File: config.mk
export PLATFORM = sky130hd
export DESIGN_NAME = dqc_scaler
export DESIGN_NICKNAME = d
export VERILOG_FILES = /design/src/design/dqc_pkg.sv /design/src/design/dqc_scaler.sv
export SDC_FILE = /design/constraint.sdc
export NUM_CORES = 1
export LEC_CHECK = 0
export BUFFER_PORTS_ARGS = -buffer_cell sky130_fd_sc_hd__buf_2
export CAP_MARGIN = 10
export CORE_MARGIN = 4
export CORE_UTILIZATION = 33
export CTS_CLUSTER_DIAMETER = 80
export CTS_CLUSTER_SIZE = 12
export DETAILED_ROUTE_END_ITERATION = 10
export PLACE_DENSITY = 0.58
export SYNTH_ARGS = -nofsm -noshare
export SYNTH_HDL_FRONTEND = slang
export SYNTH_SLANG_ARGS = --single-unit
File: constraint.sdc
create_clock -name clk -period 12.4 [get_ports clk]
set_clock_uncertainty 0.05 [all_clocks]
set_input_delay 2.48 -clock clk [delete_from_list [all_inputs] [get_ports clk]]
set_output_delay 2.48 -clock clk [all_outputs]
set_load 0.05 [all_outputs]
File: src/design/dqc_pkg.sv
// Shared types, codes and constant tables of the coefficient dequantizer.
package dqc_pkg;

    localparam int POS_W   = 10;
    localparam int COEF_W  = 16;
    localparam int QP_W    = 7;
    localparam int FACT_W  = 9;
    localparam int SHIFT_W = 4;
    localparam int BD_W    = 4;

    // command codes
    localparam logic CMD_LOAD  = 1'b0;
    localparam logic CMD_DRAIN = 1'b1;

    // configuration register indexes
    localparam logic [1:0] CFG_LUMA_BD    = 2'd0;
    localparam logic [1:0] CFG_CHROMA_BD  = 2'd1;
    localparam logic [1:0] CFG_SCALING_ON = 2'd2;

    localparam logic [1:0] COMP_LUMA = 2'd0;

    localparam logic [BD_W-1:0]   BD_MIN      = 4'd8;
    localparam logic [BD_W-1:0]   BD_MAX      = 4'd12;
    localparam logic [BD_W-1:0]   BD_RESET    = 4'd8;
    localparam logic [FACT_W-1:0] FLAT_FACTOR = 9'd16;

    localparam logic signed [COEF_W-1:0] COEF_MIN = 16'sh8000;
    localparam logic signed [COEF_W-1:0] COEF_MAX = 16'sh7FFF;

    typedef enum logic [1:0] {
        ST_CLEAR,
        ST_IDLE,
        ST_SCALE,
        ST_DRAIN
    } dqc_state_t;

    typedef struct packed {
        logic signed [COEF_W-1:0] level;
        logic [FACT_W-1:0]        factor;
        logic [QP_W-1:0]          qp;
        logic [SHIFT_W-1:0]       shift;
    } dqc_scale_req_t;

    // levelScale indexed by qp mod 6
    function automatic logic [6:0] level_scale(input logic [2:0] idx);
        logic [6:0] v;
        begin
            case (idx)
                3'd0:    v = 7'd40;
                3'd1:    v = 7'd45;
                3'd2:    v = 7'd51;
                3'd3:    v = 7'd57;
                3'd4:    v = 7'd64;
                3'd5:    v = 7'd72;
                default: v = 7'd40;
            endcase
            return v;
        end
    endfunction

    // qp / 6 by reciprocal multiply, exact for every 7-bit qp
    function automatic logic [4:0] qp_div6(input logic [QP_W-1:0] qp);
        logic [12:0] p;
        begin
            p = 13'(qp) * 13'd43;
            return p[12:8];
        end
    endfunction

endpackage

File: src/design/dqc_scaler.sv
// Four-stage pipelined inverse-quantization arithmetic with rounding and saturation.
module dqc_scaler (
    input  logic                         clk,
    input  logic                         rst_n,
    input  logic                         req_valid,
    input  dqc_pkg::dqc_scale_req_t      req,
    output logic                         res_valid,
    output logic signed [dqc_pkg::COEF_W-1:0] res
);

    localparam int P1_W = 26;
    localparam int P2_W = 31;
    localparam int SW   = 54;

    logic [3:0]               vld_reg;
    logic signed [P1_W-1:0]   p1_reg;
    logic [4:0]               k1_reg;
    logic [2:0]               rem1_reg;
    logic [dqc_pkg::SHIFT_W-1:0] sh1_reg;
    logic signed [P2_W-1:0]   p2_reg;
    logic [4:0]               k2_reg;
    logic [dqc_pkg::SHIFT_W-1:0] sh2_reg;
    logic signed [SW-1:0]     sum3_reg;
    logic [dqc_pkg::SHIFT_W-1:0] sh3_reg;
    logic signed [dqc_pkg::COEF_W-1:0] res_reg;

    logic [4:0]               quo;
    logic [2:0]               rem;
    logic signed [P1_W-1:0]   p1_next;
    logic signed [P1_W+7:0]   p2_full;
    logic signed [SW-1:0]     p2_ext;
    logic signed [SW-1:0]     sum3_next;
    logic signed [SW-1:0]     shifted;
    logic signed [dqc_pkg::COEF_W-1:0] res_next;

    always_comb
    begin
        quo      = dqc_pkg::qp_div6(req.qp);
        rem      = 3'(req.qp - 7'(quo) * 7'd6);
        p1_next  = P1_W'($signed(req.level)) * P1_W'($signed({1'b0, req.factor}));
        p2_full  = (P1_W+8)'(p1_reg)
                 * (P1_W+8)'($signed({1'b0, dqc_pkg::level_scale(rem1_reg)}));
        p2_ext   = {{(SW-P2_W){p2_reg[P2_W-1]}}, p2_reg};
        sum3_next = (p2_ext <<< k2_reg) + (SW'(1) << (sh2_reg - 4'd1));
        shifted  = sum3_reg >>> sh3_reg;
        if (shifted < SW'(dqc_pkg::COEF_MIN))
        begin
            res_next = dqc_pkg::COEF_MIN;
        end
        else if (shifted > SW'(dqc_pkg::COEF_MAX))
        begin
            res_next = dqc_pkg::COEF_MAX;
        end
        else
        begin
            res_next = shifted[dqc_pkg::COEF_W-1:0];
        end
    end

    always_ff @(posedge clk or negedge rst_n)
    begin
        if (!rst_n)
        begin
            vld_reg <= '0;
        end
        else
        begin
            vld_reg <= {vld_reg[2:0], req_valid};
        end
    end

    always_ff @(posedge clk)
    begin
        p1_reg   <= p1_next;
        k1_reg   <= quo;
        rem1_reg <= rem;
        sh1_reg  <= req.shift;
        p2_reg   <= P2_W'(p2_full);
        k2_reg   <= k1_reg;
        sh2_reg  <= sh1_reg;
        sum3_reg <= sum3_next;
        sh3_reg  <= sh2_reg;
        res_reg  <= res_next;
    end

    assign res_valid = vld_reg[3];
    assign res       = res_reg;

endmodule

# Word level (Yosys, flattened, before mapping)
# Index checks and enable logic that the tools add are counted.
# op_classes
add_sub_neg,3
multipliers,4
magnitude_cmp,2
eq_ne,5
shift,3
muxes,2
# ops
operator,count
54-bit adder,1
54-bit by 16-bit greater-than comparator with 1-bit output (second input constant),1
54-bit by 16-bit less-than comparator with 1-bit output (second input constant),1
1-bit by 4-bit << shifter with 54-bit output (first input constant),1
31-bit by 5-bit <<< shifter with 54-bit output,1
54-bit by 4-bit >>> shifter with 54-bit output,1
7-bit one-hot mux with 5 select lines,1
26-bit by 8-bit multiplier with 31-bit output,1
16-bit by 10-bit multiplier with 26-bit output,1
16-bit two-way mux,1
7-bit by 6-bit multiplier with 13-bit output (second input constant),1
3-bit by 2-bit equality test with 1-bit output (second input constant),2
3-bit equality test (second input constant),2
5-bit by 2-bit multiplier with 2-bit output (second input constant),1
4-bit by 1-bit subtractor with 4-bit output (second input constant),1
3-bit by 1-bit equality test with 1-bit output (second input constant),1
3-bit subtractor,1
# totals
regBits,156
input_bits,39
output_inout_bits,17
word_cells,30

# Longest topological paths before layout
# Gate-level depths: netlist of the first run.
# depth
word_depth,3
mapped_depth,24

# Worst setup path before layout of the first run
# No wires, ideal clock.
# synth_path
kind,input-to-reg
from,in req[13] in the netlist's numbering
to,reg p1_reg[24]
t_arrival_ns,7.758
path_slack_ns,4.534
path_stages,19
path_buffers,1
cell_sequence,clkbuf_1 -> nand2_1 -> fa_1 -> inv_1 -> fa_1 -> fa_1 -> fa_1 -> inv_1 -> fa_1 -> inv_1 -> ha_1 -> or3_1 -> o211ai_1 -> a21oi_1 -> o41ai_1 -> a211oi_1 -> a211o_1 -> nor4b_1 -> a211o_1
# synth_between
elab_chain_len,1
# synth_lines
element,line_no,text
from (decl),dqc_scaler.sv:6,"input dqc_pkg::dqc_scale_req_t req,"
16-bit by 10-bit multiplier with 26-bit output,dqc_scaler.sv:40,"p1_next = P1_W'($signed(req.level)) * P1_W'($signed({1'b0, req.factor}));"
net p1_next[24],dqc_scaler.sv:29,logic signed [P1_W-1:0] p1_next;
to (signal assigned),dqc_scaler.sv:74,p1_reg <= p1_next;
to (decl),dqc_scaler.sv:16,logic signed [P1_W-1:0] p1_reg;
# The timed path passes the listed nets, and every way through them passes these cells.
# A chain may end at the register's enable or synchronous reset.

# Final worst setup path of the first run
# layout_path
from,in req[14] in the netlist's numbering
to,reg p1_reg[24]
# Same word-level chain as after synthesis.

==> run_results.csv, run 1 <==
group,metric,value,unit
status,outcome,"complete, no violations",
route,vias,16609,
worst_setup_path,cp.required,12740,ps
clocking,post-cts-setup-buffers,0,
sta,fmax,124,MHz
worst_setup_path,cp-end-kind,"flip-flop",
synthesis,synth_top_cell_by_area,"fa_1",
sta,finalHoldViolCount,0,
placed_design,io_buffer_count,55,
clocking,ctsHtreeMaxLevel,4,
worst_setup_path,cp_common_cell,"fa_1",
sta,fin_crit_sh,0.653,
synthesis,yosysSeqAreaShare,0.141,
clocking,clk_pin_slew,70,ps
clocking,cts_tree,"done",
worst_setup_path,cpMaxStageDelayCell,"o41ai_1",
clocking,cts.repair.resized,0,
route,drtIter0Drc,863,
clocking,cts_buffers,17,
min_path,hold_class,"reg2reg",
cells_and_area,nets,2887,
worst_setup_path,critPathMaxFanout,16,
synthesis,synth_warnings,0,
synthesis,netlist_area,22300,µm²
sta,min_period,8100,ps
floorplan,fp.coreArea,67200,µm²
cells_and_area,area_growth,7.08,%
worst_setup_path,r2r_setup_slack,5730,ps
cells_and_area,seqCellArea,3150,µm²
worst_setup_path,ff2ff_path_depth,21,
floorplan,num_io_pins,56,
synthesis,yosysUniqueCellTypes,90,
synthesis,synthCells,2433,
sta,relSlewSlack,0.272,
global_routing,grt_pass1_wl,86800,µm
cells_and_area,multi_input_area,17400,µm²
flow_run,maxCapViolCount,0,
synthesis,synth_nets,2898,
placed_design,hpwl,42400,µm
floorplan,fp.dieW,268,µm
global_routing,overflow,0,
placed_design,gp_congestion,0.916,
clocking,insertion_delay,450,ps
worst_setup_path,worst_ep_arrival_time,8440,ps
worst_setup_path,crit_family,"adder cells",
sta,worst_slew_pin_slew,1090,ps
cells_and_area,postLayoutCellArea,23900,µm²
global_routing,antenna_found_initial,0,
route,drt-wirelength-per-cell,15.6,µm
route,drt-vias-per-instance,5.02,
worst_setup_path,timing.rr.start,"rem1_reg[1]",
worst_setup_path,critPathLaunchType,"primary input",
sta,tns,0,ps
min_path,hold_start,"k1_reg[0]",
global_routing,grt_max_degree,66,
worst_setup_path,path_buf_inv,4,
synthesis,async_flop_share,0.0256,
cells_and_area,fin_util,0.356,
worst_setup_path,crit_chain,"buf_2 > nand2_1 > fa_1 > inv_1 > fa_1 > inv_1 > fa_1 > fa_1 > inv_1 > fa_1 > ha_1 > o21ai_0 > a21boi_0 > o211ai_1 > a21oi_1 > o41ai_1 > a211oi_1 > a211o_1 > nor4b_1 > a211o_1",
clocking,cts.sinks,156,
synthesis,synth-main-ff-cell,"dfxtp_1",
route,drc,0,
min_path,min_path_cells,0,
cells_and_area,final_layout_size_suffix_gt1_frac,0.0973,
floorplan,initial_utilization,0.333,
global_routing,grt_pass1_vias,17323,
worst_setup_path,r2r-end,"p2_reg[30]",
worst_setup_path,crit_path_max_incr_delay,650,ps
cells_and_area,fillers,6854,
sta,rsz0062_at_grt,"no",
sta,finalSetupViolations,0,
route,drtPass1Iterations,5,
synthesis,postSynthRegisterBits,156,
synthesis,ys_top_cells_by_area,"fa_1 23%, dfxtp_1 14%, ha_1 9.5%",
route,drtAntennaViolNets,0,
clocking,cts_max_path_buffers,2,
cells_and_area,diodes,0,
route,routed_wl,51600,µm
synthesis,synth_edf_count,0,
synthesis,avgSynthCellArea,9.18,µm²
floorplan,dieArea,71900,µm²
clocking,root_buffer,"clkbuf_16",
floorplan,fp-row-count,95,
worst_setup_path,crit_type,"in2reg",
global_routing,track_usage,0.145,
cells_and_area,largest_reg_flops,54,
sta,slew_viol_final,0,
synthesis,synth_top_cell_area_share,0.229,
clocking,hold_buffers,0,
min_path,holdPathEnd,"k2_reg[0]",
placed_design,dpl_cell_area,23400,µm²
floorplan,fp.dieH,268,µm
==> cell families after synthesis <==
group                      count (synthesis)  synth area share
and+or+nand+nor                          724             0.167
xor gates and xnor gates                 107            0.0419
buffers and inverters                    465            0.0825
DFF                                      156             0.141
AOI/OAI and AO/OA                        337            0.0969
adders and majority gates                426             0.325
muxes                                    218             0.146
==> synth_stat cells (all sizes together) (14+ instances only) <==
library cell	n
nor2	117
ha	170
clkbuf	60
nor2b	67
inv	364
and2	197
mux2i	91
nand2b	24
buf	39
fa	256
a21oi	113
nand3	23
nand2	200
nor3	25
mux4	74
xor2	23
a21o	20
a211oi	14
nand4	15
xnor2	84
o21ai	66
mux2	53
dfxtp	152
o21a	15
==> cell type report <==
type	instances	share of cell area
multi-input cells	1812	0.726
flip-flops and latches	156	0.132
inverters	366	0.0574
clock buffers	18	0.0184
clock inverters	14	0.00523
repair buffers	69	0.0159
well taps	873	0.0457
==> layer usage <==
metal,up-vias,wire (µm),GRT usage
li1,8072,-,-
met1,8175,23900,0.194
met2,299,24900,0.249
met3,63,1650,0.0179
met4,0,1100,0.0354
met5,-,0,0
==> how the worst max path moves through the flow <==
| stage | slack, ps | endpoint | depth (start not counted) | startpoint |
|---|---|---|---|---|
| 6_report | 4300 | p1_reg[24] | 20 | req[14] |
| 5_1_grt | 3910 | p1_reg[24] | 20 | req[14] |
| 4_1_cts | 4370 | p1_reg[24] | 20 | req[14] |
| 3_5_place_dp | 3920 | p1_reg[24] | 20 | req[14] |
| 3_3_place_gp | 4000 | p1_reg[24] | 19 | req[14] |
| 2_1_floorplan | 4530 | p1_reg[24] | 19 | req[13] |
==> worst register-to-register path, cell delays in order, from the launching register on <==
cell and delay (ps):
dfxtp_1 330, inv_1 90, ha_1 340, inv_1 100, nand2_1 530, and2_1 440, fa_1 530, fa_1 450
fa_1 550, inv_1 50, fa_1 530, inv_1 40, ha_1 380, a2111oi_0 390, o21ai_0 190, a221o_1 340
a21o_1 180, a31oi_1 300, o311ai_0 240, a21o_1 210, a21oi_1 170, xnor2_1 150
==> stage by stage <==
stage | setup slack (ps) | hold WS (ps) | std cells
global route | 3910 | 285 | 3308
floorplan | 4530 | 260 | 2433
detailed placement | 3920 | 262 | 3276
finish | 4300 | 277 | 3308
CTS | 4370 | 277 | 3308
global placement | 4000 | 264 | 3276
==> layout by cell type, fill, tap and decap left out, drive strengths merged, types with 24 or more instances in the layout <==
cell type | synthesis | routed
a21oi | 113 | 113
and2 | 197 | 197
buf | 39 | 69
dfxtp | 152 | 152
fa | 256 | 256
ha | 170 | 170
inv | 364 | 371
mux2 | 53 | 53
mux2i | 91 | 91
mux4 | 74 | 74
nand2 | 200 | 200
nand2b | 24 | 24
nor2 | 117 | 117
nor2b | 67 | 67
nor3 | 25 | 25
o21ai | 66 | 66
xnor2 | 84 | 84
Power of run 1 is left out: the tool's default activity adds up to more than one toggle a clock period on the data nets, which glitch-free logic cannot reach.
==> inputs of run 2 (changes only) <==
- clock period: 12.4 -> 8.5 ns (I/O delays scaled with it)
==> run_results.csv, run 2 (synthesized netlist as in run 1, its figures left out) <==
group,metric,value,unit
floorplan,fp.dieW,268,µm
cells_and_area,area_growth,7.39,%
sta,relSlewSlack,0.274,
clocking,ctsHtreeMaxLevel,4,
global_routing,grt_max_degree,66,
placed_design,io_buffer_count,55,
sta,rsz0062_at_grt,"no",
clocking,cts_buffers,17,
status,outcome,"complete, no violations",
flow_run,maxCapViolCount,0,
cells_and_area,fin_util,0.357,
floorplan,fp.coreArea,67200,µm²
route,drt-vias-per-instance,5.04,
clocking,hold_buffers,0,
worst_setup_path,critPathMaxFanout,16,
sta,min_period,7040,ps
sta,tns,0,ps
global_routing,grt_pass1_vias,17306,
worst_setup_path,critPathLaunchType,"primary input",
sta,fin_crit_sh,0.828,
global_routing,track_usage,0.145,
cells_and_area,nets,2888,
sta,slew_viol_final,0,
worst_setup_path,cp.required,8840,ps
clocking,cts.sinks,156,
global_routing,antenna_found_initial,0,
route,routed_wl,51700,µm
clocking,root_buffer,"clkbuf_16",
floorplan,fp-row-count,95,
clocking,cts_max_path_buffers,2,
placed_design,hpwl,42300,µm
route,drtIter0Drc,894,
floorplan,num_io_pins,56,
route,drt-wirelength-per-cell,15.6,µm
floorplan,dieArea,71900,µm²
clocking,insertion_delay,450,ps
cells_and_area,most-common-layout-cells,"362 x inv_1, 256 x fa_1, 200 x nand2_1, 197 x and2_1, 170 x ha_1",
cells_and_area,final_layout_size_suffix_gt1_frac,0.0977,
sta,finalSetupViolations,0,
route,drtPass1Iterations,5,
route,vias,16691,
worst_setup_path,crit_type,"in2reg",
floorplan,initial_utilization,0.333,
worst_setup_path,cp-end-kind,"flip-flop",
clocking,post-cts-setup-buffers,0,
placed_design,gp_congestion,0.916,
cells_and_area,layout_commonest_cell,"inv_1",
worst_setup_path,worst_ep_arrival_time,7380,ps
sta,worst_slew_pin_slew,1090,ps
placed_design,dpl_cell_area,23400,µm²
global_routing,overflow,0,
sta,fmax,142,MHz
clocking,clk_pin_slew,70,ps
route,drtAntennaViolNets,0,
clocking,cts.repair.resized,0,
clocking,cts_tree,"done",
cells_and_area,largest_reg_flops,54,
cells_and_area,postLayoutCellArea,24000,µm²
worst_setup_path,r2r_setup_slack,1800,ps
route,drc,0,
sta,finalHoldViolCount,0,
cells_and_area,diodes,0,
min_path,hold_class,"reg2reg",
global_routing,grt_pass1_wl,86600,µm
floorplan,fp.dieH,268,µm
-- run 2: changes by cell type in the layout (fill, tap and decap cells not counted), sizes merged --
cell      delta
bufinv       +3
inv          -3
clkinv       +1
buf          +1
clkinvlp     -1
-- run 2: per-layer routing --
metal,vias to the layer above,track usage,wire (µm)
met1,8290,0.193,24200
met3,54,0.0188,1410
li1,8072,-,-
met2,275,0.252,25200
met4,0,0.0337,918
met5,-,0,0
-- run 2: critical path: stages --
cell and delay [ps]:
buf_2 280, nand2_1 130, fa_1 550, inv_1 50
fa_1 510, inv_1 50, fa_1 460, fa_1 540
inv_1 50, fa_1 470, ha_1 350, o21ai_0 240
a21boi_0 180, o211ai_1 170, a21oi_1 170, o41ai_1 380
buf_4 200, a211oi_1 70, a211o_1 320, nor4b_1 350
a211o_1 150
-- run 2: area by class of cell --
cell class                 count  area (µm²)
tap                          873        1090
timing repair buffer          70         388
fill                        6856       43200
inverter                     366        1370
clock buffer                  18         439
sequential                   156        3150
clock inverter                14         186
multi-input combinational   1812       17400
-- run 2: path summary, 6_finish.rpt --
check	start	cells past startpoint	endpoint
max	req[14]	21	p1_reg[24]
min	sh1_reg[2]	0	sh2_reg[2]
max reg2reg	rem1_reg[1]	21	p2_reg[30]
min reg2reg	sh1_reg[2]	0	sh2_reg[2]
max in group asynchronous	rst_n	1	vld_reg[0]
min in group asynchronous	rst_n	1	vld_reg[2]
-- run 2: metrics by stage --
step / hold WS, ps / setup WS, ps / instances
5_1_grt: 284 / 1100 / 3309
3_5_place_dp: 262 / 1100 / 3277
3_3_place_gp: 264 / 1190 / 3277
2_1_floorplan: 260 / 1410 / 2433
4_1_cts: 277 / 1540 / 3309
6_report: 277 / 1460 / 3309
Power of run 2 is left out for the same reason.
